==> config.mk <==
export PLATFORM = sky130hd
export DESIGN_NAME = esw_ctrl
export DESIGN_NICKNAME = d
export VERILOG_FILES = /design/src/rtl/esw_pkg.sv /design/src/rtl/esw_ctrl.sv
export SDC_FILE = /design/constraint.sdc
export NUM_CORES = 1
export LEC_CHECK = 0
export ABC_AREA = 1
export ABC_CLOCK_PERIOD_IN_PS = 4200
export BUFFER_PORTS_ARGS = -buffer_cell sky130_fd_sc_hd__buf_2
export CORE_UTILIZATION = 50
export CTS_CLUSTER_DIAMETER = 50
export DETAILED_ROUTE_END_ITERATION = 10
export GPL_ROUTABILITY_DRIVEN = 0
export PLACE_DENSITY_LB_ADDON = 0.08
export SETUP_SLACK_MARGIN = 0.15
export SLEW_MARGIN = 20
export SYNTH_ARGS = -nofsm -noshare
export SYNTH_HDL_FRONTEND = slang
export SYNTH_SLANG_ARGS = --single-unit
export TNS_END_PERCENT = 50
==> constraint.sdc <==
create_clock -name clk -period 4.2 [get_ports clk]
set_clock_uncertainty 0.15 [all_clocks]
set_input_delay 0.21 -clock clk [delete_from_list [all_inputs] [get_ports clk]]
set_output_delay 0.21 -clock clk [all_outputs]
set_load 0.03 [all_outputs]
==> src/rtl/esw_pkg.sv <==
// ----------------------------------------------------------------------------
// esw_pkg
// Shared types and constants for the extrapolation slot and weight selector.
// ----------------------------------------------------------------------------
package esw_pkg;

  localparam int NUM_W  = 6;   // weight fields carried by one result
  localparam int W_BITS = 40;  // weight field width
  localparam int T_BITS = 32;  // time width

  localparam logic [1:0] ACT_FULL   = 2'd0;
  localparam logic [1:0] ACT_SAVE   = 2'd1;
  localparam logic [1:0] ACT_EXTRAP = 2'd2;

  typedef struct packed {
    logic [T_BITS-1:0] now_time;
    logic              update_required;
  } in_item_t;

  typedef struct packed {
    logic        [1:0]        action;
    logic        [2:0]        slot;
    logic signed [W_BITS-1:0] weight_1;
    logic signed [W_BITS-1:0] weight_2;
    logic signed [W_BITS-1:0] weight_3;
    logic signed [W_BITS-1:0] weight_4;
    logic signed [W_BITS-1:0] weight_5;
    logic signed [W_BITS-1:0] weight_6;
  } out_item_t;

  typedef enum logic [3:0] {
    S_IDLE, S_CLASS, S_LOADI, S_FACT, S_MULN, S_MULD,
    S_DIVINIT, S_DIV, S_STORE, S_EMIT
  } ctl_state_t;

  typedef enum logic [3:0] {
    OP_NONE, OP_CAPTURE, OP_PLAIN, OP_SAVE, OP_TRIV, OP_EXTRAP, OP_LOADI,
    OP_FACT, OP_MULNUM, OP_MULDEN, OP_DIVINIT, OP_DIVSTEP, OP_STORE, OP_EMIT
  } dp_op_t;

  typedef enum logic [1:0] {
    CLS_PLAIN, CLS_SAVE, CLS_TRIV, CLS_EXTRAP
  } cls_t;

  typedef struct packed {
    dp_op_t     op;
    logic       cfg_we;
    logic [2:0] idx_i;
    logic [2:0] idx_j;
    logic [5:0] bit_idx;
    logic       first;
  } dp_cmd_t;

  typedef struct packed {
    logic [2:0] n;
    cls_t       kind;
    logic       out_free;
  } dp_sts_t;

endpackage

==> src/rtl/esw_ctrl.sv <==
// ----------------------------------------------------------------------------
// esw_ctrl
// Sequencer: classifies a step, then walks weights, factors, multiply words
// and quotient bits.
// ----------------------------------------------------------------------------
module esw_ctrl
  import esw_pkg::*;
#(
  parameter int MAX_ORDER = 6
) (
  input  logic    clk,
  input  logic    rst_n,
  input  logic    in_valid,
  output logic    in_stall,
  input  logic    cfg_valid,
  output logic    cfg_ready,
  input  dp_sts_t sts,
  output dp_cmd_t cmd
);

  localparam logic [2:0] KLAST = 3'(MAX_ORDER - 2);
  localparam logic [5:0] BTOP  = 6'(W_BITS);

  ctl_state_t state_r, state_nxt;
  logic [2:0] i_r, i_nxt, j_r, j_nxt, k_r, k_nxt;
  logic [5:0] bit_r, bit_nxt;

  always_ff @(posedge clk) begin
    if (!rst_n) begin
      state_r <= S_IDLE;
      i_r     <= '0;
      j_r     <= '0;
      k_r     <= '0;
      bit_r   <= '0;
    end else begin
      state_r <= state_nxt;
      i_r     <= i_nxt;
      j_r     <= j_nxt;
      k_r     <= k_nxt;
      bit_r   <= bit_nxt;
    end
  end

  always_comb begin
    state_nxt = state_r;
    i_nxt     = i_r;
    j_nxt     = j_r;
    k_nxt     = k_r;
    bit_nxt   = bit_r;
    unique case (state_r)
      S_IDLE: begin
        if (in_valid) state_nxt = S_CLASS;
      end
      S_CLASS: begin
        i_nxt = '0;
        if (sts.kind == CLS_EXTRAP) state_nxt = S_LOADI;
        else                        state_nxt = S_EMIT;
      end
      S_LOADI: begin
        j_nxt     = '0;
        state_nxt = S_FACT;
      end
      S_FACT: begin
        k_nxt = '0;
        priority if (j_r == sts.n) begin
          state_nxt = S_DIVINIT;
        end else if (j_r == i_r) begin
          j_nxt = j_r + 3'd1;
        end else begin
          state_nxt = S_MULN;
        end
      end
      S_MULN: begin
        if (k_r == KLAST) begin
          k_nxt     = '0;
          state_nxt = S_MULD;
        end else begin
          k_nxt = k_r + 3'd1;
        end
      end
      S_MULD: begin
        if (k_r == KLAST) begin
          k_nxt     = '0;
          j_nxt     = j_r + 3'd1;
          state_nxt = S_FACT;
        end else begin
          k_nxt = k_r + 3'd1;
        end
      end
      S_DIVINIT: begin
        bit_nxt   = BTOP;
        state_nxt = S_DIV;
      end
      S_DIV: begin
        if (bit_r == '0) state_nxt = S_STORE;
        else             bit_nxt = bit_r - 6'd1;
      end
      S_STORE: begin
        if (i_r + 3'd1 == sts.n) begin
          state_nxt = S_EMIT;
        end else begin
          i_nxt     = i_r + 3'd1;
          state_nxt = S_LOADI;
        end
      end
      S_EMIT: begin
        if (sts.out_free) state_nxt = S_IDLE;
      end
      default: state_nxt = S_IDLE;
    endcase
  end

  always_comb begin
    cmd         = '0;
    cmd.op      = OP_NONE;
    cmd.idx_i   = i_r;
    cmd.idx_j   = j_r;
    cmd.bit_idx = bit_r;
    cmd.first   = (k_r == '0);
    cmd.cfg_we  = cfg_valid && (state_r == S_IDLE);
    in_stall    = (state_r != S_IDLE);
    cfg_ready   = (state_r == S_IDLE);
    unique case (state_r)
      S_IDLE:    if (in_valid) cmd.op = OP_CAPTURE;
      S_CLASS: begin
        unique case (sts.kind)
          CLS_PLAIN: cmd.op = OP_PLAIN;
          CLS_SAVE:  cmd.op = OP_SAVE;
          CLS_TRIV:  cmd.op = OP_TRIV;
          default:   cmd.op = OP_EXTRAP;
        endcase
      end
      S_LOADI:   cmd.op = OP_LOADI;
      S_FACT:    if (j_r != sts.n && j_r != i_r) cmd.op = OP_FACT;
      S_MULN:    cmd.op = OP_MULNUM;
      S_MULD:    cmd.op = OP_MULDEN;
      S_DIVINIT: cmd.op = OP_DIVINIT;
      S_DIV:     cmd.op = OP_DIVSTEP;
      S_STORE:   cmd.op = OP_STORE;
      S_EMIT:    if (sts.out_free) cmd.op = OP_EMIT;
      default:   cmd.op = OP_NONE;
    endcase
  end

endmodule

== Word level (Yosys, flattened, before mapping) ==
Index checks and enable logic that the tools add are counted.
Storage, ports and cells
  register bits after elaboration: 19
  input port bits: 10
  output and inout bits: 20
  logic and storage cells: 78
Cells by class
  $add $sub $neg: 4
  equal/unequal tests: 28
  mux-type cells: 25
  reduce and logical (&&, ||, !) cells: 16
Operators by type and width (count)
  4-bit one-hot mux with 10 select lines: 2
  4-bit two-way mux: 10
  3-bit two-way mux: 6
  2-bit != test, second input constant: 9
  3-bit one-hot mux with 3 select lines: 2
  4-bit by 3-bit equality test with 1-bit output, second input constant: 4
  3-bit one-hot mux with 2 select lines: 2
  6-bit one-hot mux with 2 select lines: 1
  3-bit by 1-bit adder with 3-bit output, second input constant: 3
  3-bit equality test: 3
  4-bit by 2-bit equality test with 1-bit output, second input constant: 2
  4-bit equality test, second input constant: 2
  6-bit zero test: 1
  6-bit two-way mux: 1
  3-bit != test: 2
  6-bit AND reduction: 1
  2-bit nonzero test: 3
  6-bit by 1-bit subtractor with 6-bit output, second input constant: 1
  2-bit equality test, second input constant: 2
  4-bit by 1-bit equality test with 1-bit output, second input constant: 1
  4-bit zero test: 1
  2-bit AND reduction: 2
  4-bit AND reduction: 1
  4-bit nonzero test: 1
  other kinds (9): 10

== Logic depth before layout (Yosys ltp) ==
Gate-level depths: netlist of the first run.
  word-level depth: 4
  gate-level depth with buffers: 12
  mapped depth without buffers: 12

== Worst setup path before layout of the first run ==
No wires, ideal clock.
  path type: register -> output
  start: register state_r[0]
  end: output port cmd[14] (netlist name)
  arrival time: 2.011 ns
  required time: 3.840 ns
  path slack: 1.829 ns
  cell stages (with the launch flop): 7
  buffers on the path: 1
  cell sequence: dfxtp_1 -> buf_4 -> nor2_2 -> inv_1 -> nor2_1 -> inv_1 -> o211ai_1
RTL lines
  start, declared: RTL line esw_ctrl.sv:24  | ctl_state_t state_r, state_nxt;
  start signal, assigned: RTL line esw_ctrl.sv:36  | state_r <= state_nxt;
  end, declared: RTL line esw_ctrl.sv:18  | output dp_cmd_t cmd

==> results of run 1 <==
[worst paths after layout]
path	start	to	slack, ns	cells past startpoint
min reg2reg	k_r[0]	k_r[0]	0.34	1
max reg2reg	state_r[0]	state_r[1]	2.45	6
min	rst_n	i_r[2]	0.05	3
max	state_r[0]	cmd[16]	2.07	7
[metal layers]
metal	GRT usage	vias to the layer above	wire length, um
met4	0.1045	0	69
li1	-	810	-
met5	0	-	0
met1	0.3382	676	1632
met3	0.03256	8	193
met2	0.3649	49	1465
[Yosys cell counts]
cell | n | area share
inv_1 | 34 | 0.088
dfxtp_1 | 19 | 0.26
o21ai_1 | 1 | 0.0034
nor2_1 | 26 | 0.067
clkbuf_1 | 1 | 0.0026
nand2_2 | 4 | 0.017
inv_2 | 7 | 0.018
ha_1 | 6 | 0.052
xor2_1 | 2 | 0.012
buf_4 | 1 | 0.0052
nand4_1 | 5 | 0.022
a211oi_1 | 2 | 0.010
o211ai_1 | 2 | 0.010
nand2_4 | 1 | 0.0077
nand3b_1 | 1 | 0.0052
nor4_1 | 1 | 0.0043
nor3_4 | 1 | 0.011
o21ai_0 | 9 | 0.031
a21oi_1 | 17 | 0.059
nor2_2 | 4 | 0.017
xnor2_1 | 4 | 0.024
nor2_4 | 2 | 0.015
nand2_1 | 63 | 0.16
nand3_2 | 2 | 0.014
nand4_2 | 1 | 0.0086
nand3_1 | 18 | 0.062
a31o_2 | 1 | 0.0060
nor3_1 | 1 | 0.0034
[sequential cells by signal, summed over array words and instances (netlist names)]
register  count
bit_r         6
i_r           3
j_r           3
k_r           3
state_r       4
[logic make-up after synthesis]
logic type      Yosys count  share of synthesized area
buf+inv                  43                     0.1136
xor+xnor                  6                    0.03614
fa+ha+maj                 6                    0.05163
compound gates           32                     0.1196
simple gates            130                     0.4174
flops                    19                     0.2616
[power breakdown]
part | internal [mW] | leakage (nW) | total, mW | switching [mW]
clock | 0.0355 | 0.0177 | 0.0948 | 0.0593
sequential | 0.210 | 0.154 | 0.265 | 0.0541
combinational | 0.163 | 0.696 | 0.540 | 0.376
total | 0.409 | 0.867 | 0.899 | 0.490
[worst max-delay path: stages (launching register included)]
cell      delay, ns
dfxtp_1        0.59
nand3_1        0.24
nor2_1         0.15
nand2_1        0.09
nand2_1        0.06
inv_1          0.05
o211ai_1       0.07
buf_2          0.22
[stage by stage]
step / setup slack (ns) / std cells
6_report: 2.072 / 298
3_5_place_dp: 2.412 / 294
2_1_floorplan: 1.829 / 236
4_1_cts: 2.050 / 298
3_3_place_gp: 2.461 / 294
5_1_grt: 1.849 / 298
[layout make-up]
class,count,share of cell area
well taps,31,0.02345
flip-flops and latches,19,0.2300
multi-input cells,174,0.5492
inverters,41,0.09304
clock inverters,1,0.003026
repair buffers,29,0.08775
clock buffers,3,0.01362
==> summary.md, run 1 <==
| Metric | Value |
|---|---|
| Half-perimeter wire length after placement | `2690 um` |
| Post-cts sizing count | `0` |
| Final Util | `0.5998` |
| Final hold slack | `0.05421 ns` |
| Routed via count | `1,543` |
| Tmin final | `2.128 ns` |
| Largest net degree at the start of global routing | `13` |
| TritonCTS Buffers | `3` |
| Post-route setup TNS | `0 ns` |
| Crit-path max FO | `10` |
| Layout Nets | `284` |
| RSZ-0062 raised after global routing | `no` |
| # rows | `19` |
| Gr ovfl total | `0` |
| Drt initial violations | `58` |
| DRT antenna net count | `0` |
| Status | `complete, no violations` |
| CTS Buffer Depth | `2` |
| Final instance area | `0.001654 mm^2` |
| Vias in the first global route | `1,383` |
| Placed cell area | `0.001627 mm^2` |
| Post-Synthesis Cells | `236` |
| Filler cell count in the final layout | `304` |
| CTS sink cnt | `19` |
| First-pass GRT wire length | `5954 um` |
| Max Clk Rate | `470.0 MHz` |
| Clk slew on worst S/H paths | `0.11 ns` |
| Die W | `55.93 um` |
| Final slew viol count | `0` |
| Worst EP required | `3.84 ns` |
| Crit path DAT | `1.77 ns` |
| Post-Route WL | `3361 um` |
| Effective utilization at floorplan | `0.5272` |
| Total GRT Usage | `0.2392` |
| Die area | `0.003128 mm^2` |
| I/O pins | `30` |
| Yosys warns | `0` |
| Pwr Total | `898.9 uW` |
| VDD IR max | `552.0 uV` |
| Layout cells sized above 1 | `0.2097` |
| Post-CTS setup buffer count | `0` |
| Final period utilization | `0.5066` |
| Critical path start-end classification | `register to primary output` |
| CTS root buf | `clkbuf_4` |
| Core footprint | `0.002758 mm^2` |
| Layout Area Growth over Synthesis | `13.77%` |
| Routed WL per cell | `11.28 um` |
| Most frequent cells in the layout | `nand2_1, inv_1, buf_2, nor2_1, dfxtp_1` |
| Vias per cell | `5.178` |
| CP Capture Type | `primary output` |
| Seq. cell area | `380.4 um^2` |
| Die H | `55.93 um` |
| H-tree depth | `1` |
| Hold-fix buffers, CTS | `0` |
| IO buf count | `29` |
| Residual DRC count | `0` |
| Average size of a mapped cell | `6.161 um^2` |
| Final setup violation count | `0` |
| Max Cap Violations | `0` |
| Commonest non-fill, non-tap cell in the layout | `nand2_1` |
| Post-synthesis instance area | `0.001454 mm^2` |
| TritonRoute pass-1 iters | `4` |
| Worst skew pair latency | `0.30 ns` |
| Pwr dens | `543.4 mW/mm^2` |
| Hold WC Path Type | `input port to register` |
| Initial antenna violation count | `0` |
| Distinct cell type count after synthesis | `28` |
| Footprint of the multi-input gates | `908.4 um^2` |
| Register area share after synthesis | `0.2616` |
| Post-Syn Nets | `252` |
| Worst Tran Pin Value | `0.4138 ns` |
| CP Launch Type | `register` |
| Lkg Pwr | `0.8673 nW` |
| TritonCTS clock tree | `done` |
| Hold Vio Cnt, Final | `0` |
| Slew HR | `0.7238` |
| Synthesized flop and latch total | `19` |
| Antenna cells | `0` |
No activity file was read; power rests on OpenSTA's default activity.
==> run 2: changes to the inputs <==
ABC_AREA = 0   (was 1)
ABC_CLOCK_PERIOD_IN_PS = 2000   (was 4200)
clock period = 2 ns   (was 4.2 ns; I/O delays follow)
==> run 2 against run 1 <==
Effect of this change: flip-flop and latch count unchanged; non-clock buffer count rose by 15; die area grew 0.48%; area after synthesis grew 0.52%; wire length increased by 12%; register-to-register slack worse by 2.3 ns; sequential share of layout area down 1.2 points; utilization increased by 8.9 points; hold slack lost 0.029 ns.
==> summary.md, run 2 <==
| Metric | Value |
|---|---|
| Final instance area | `0.001901 mm^2` |
| Commonest cells in the netlist | `dfxtp_1, nand2_1, nor2_1, inv_1, nor2b_1` |
| Final setup violation count | `0` |
| Hold Vio Cnt, Final | `0` |
| Layout Area Growth over Synthesis | `30.05%` |
| RSZ-0062 raised after global routing | `yes` |
| Count leader, synth | `dfxtp_1` |
| Drt initial violations | `65` |
| Ys async rst share | `0` |
| TritonCTS clock tree | `done` |
| Status | `complete, no violations` |
| CP Launch Type | `register` |
| Max reg flops | `6` |
| CTS Buffer Depth | `2` |
| Tmin final | `1.964 ns` |
| Post-Route WL | `3749 um` |
| Filler cell count in the final layout | `235` |
| Pwr dens | `1145 mW/mm^2` |
| CTS root buf | `clkbuf_4` |
| Final period utilization | `0.9818` |
| Post-Syn Nets | `197` |
| Lkg Pwr | `0.8282 nW` |
| CTS sink cnt | `19` |
| Layout cells sized above 1 | `0.3801` |
| Max Clk Rate | `509.3 MHz` |
| Most frequent cells in the layout | `buf_2, nand2_1, buf_4, nor2_1` |
| VDD IR max | `1133 uV` |
| Layout Nets | `238` |
| Final slew viol count | `0` |
| # rows | `19` |
| Post-synth top area share | `0.2603` |
| Slew HR | `0.6002` |
| TritonCTS Buffers | `3` |
| Worst EP required | `1.75 ns` |
| Largest register by flop count | `bit_r` |
| Synth area leaders | `dfxtp_1, ha_1, nor2b_1` |
| Core footprint | `0.002758 mm^2` |
| Pwr Total | `2.176 mW` |
| Effective utilization at floorplan | `0.5299` |
| Residual DRC count | `0` |
| Vias per cell | `5.825` |
| H-tree depth | `1` |
| Worst skew pair latency | `0.32 ns` |
| Antenna cells | `0` |
| I/O pins | `30` |
| Distinct cell type count after synthesis | `53` |
| Average size of a mapped cell | `8.074 um^2` |
| Synth area leader | `dfxtp_1` |
| Placed cell area | `0.001695 mm^2` |
| First-pass GRT wire length | `6223 um` |
| IO buf count | `29` |
| Die H | `56.06 um` |
| TritonRoute pass-1 iters | `4` |
| Final hold slack | `0.02545 ns` |
| Crit path DAT | `1.71 ns` |
| Largest regs | `bit_r (6), state_r (4)` |
| Synthesized flop and latch total | `19` |
| CP Capture Type | `primary output` |
| Yosys warns | `0` |
| Register area share after synthesis | `0.2603` |
| Post-synth EDFFs | `0` |
| Clk slew on worst S/H paths | `0.12 ns` |
| Critical path start-end classification | `register to primary output` |
| Total GRT Usage | `0.2470` |
| Dominant synthesized flop cell | `dfxtp_1` |
| Half-perimeter wire length after placement | `2684 um` |
| Post-Synthesis Cells | `181` |
| Routed via count | `1,468` |
| Max Cap Violations | `0` |
| Gr ovfl total | `0` |
| Post-synthesis instance area | `0.001461 mm^2` |
| Crit-path max FO | `5` |
| Largest net degree at the start of global routing | `21` |
| Die area | `0.003143 mm^2` |
| Vias in the first global route | `1,416` |
| Hold WC Path Type | `input port to register` |
| DRT antenna net count | `0` |
| Routed WL per cell | `14.88 um` |
| Final Util | `0.6892` |
| Initial antenna violation count | `0` |
| Worst Tran Pin Value | `0.5919 ns` |
| Commonest non-fill, non-tap cell in the layout | `buf_2` |
| Die W | `56.06 um` |
## run 2: cell types whose count changed after synthesis, sizes merged, moves of 7 or more
cell	previous run	this run
nor2	32	13
inv	41	12
nand2	68	14
nand3	20	10
nor2b	0	11
a21oi	17	10
## run 2: cell families (layout without fill, tap and decap cells)
kind of cell | count (synthesis) | in the layout | share of synthesized area
AND/OR/NAND/NOR | 77 | 77 | 0.3065
AO/OA/AOI/OAI | 43 | 43 | 0.2106
buffers and inverters | 20 | 60 | 0.06335
flip-flops | 19 | 19 | 0.2603
XOR/XNOR | 13 | 13 | 0.08733
adder cells (fa/ha/maj) | 6 | 6 | 0.05137
multiplexers | 3 | 3 | 0.02055
## run 2: metrics by stage
| stage | setup WS (ns) | setup TNS [ns] | cells |
|---|---|---|---|
| finish | 0.03643 | 0 | 252 |
| global route | -0.01901 | -0.01901 | 252 |
| CTS | 0.04818 | 0 | 252 |
| detailed placement | 0.1129 | 0 | 243 |
| global placement | 0.2201 | 0 | 243 |
| floorplan | 0.03497 | 0 | 181 |
## run 2: final timing paths
path                            startpoint  endpoint  slack [ns]  cells after the start
worst min-delay path                 rst_n  bit_r[0]        0.03                      2
worst min register to register      j_r[2]    j_r[2]        0.39                      2
worst max register to register      j_r[2]    j_r[2]        0.17                      6
worst max-delay path                j_r[2]   cmd[16]        0.04                      6
## run 2: metal layers
layer,track usage,wire length [um]
met3,0.04419,176
met5,0,0
met1,0.3223,1711
met4,0.1045,55
met2,0.3997,1805
## run 2: repair_timing
item / CTS / global route
endpoints found under the hold margin: 1 / 0
resized for setup: 15 / 25
pin swaps: 2 / 10
setup buffers: 4 / 0
hold buffers: 1 / 0
endpoints found under the setup margin: 5 / 14
## run 2: where the power goes
part / switching (mW) / internal [mW]
registers: 0.0786 / 0.439
logic: 0.871 / 0.575
clock network: 0.138 / 0.0750
total: 1.09 / 1.09
## run 2: area by class of cell
| class | instances | area [um^2] | area share |
|---|---|---|---|
| Clock buffer | 3 | 22.52 | 0.01185 |
| Sequential cell | 19 | 414.1 | 0.2179 |
| Inverter | 12 | 45.04 | 0.02370 |
| Clock inverter | 1 | 5.005 | 0.002633 |
| Timing Repair Buffer | 44 | 275.3 | 0.1448 |
| Tap cell | 31 | 38.79 | 0.02041 |
| Multi-Input combinational cell | 142 | 1100 | 0.5787 |
## run 2: worst max-delay path: stages (launching register included)
cell      delay, ns
dfxtp_4        0.38
xor2_1         0.17
nor3_2         0.23
nand2b_4       0.18
nand2_2        0.05
a32o_2         0.24
buf_6          0.13
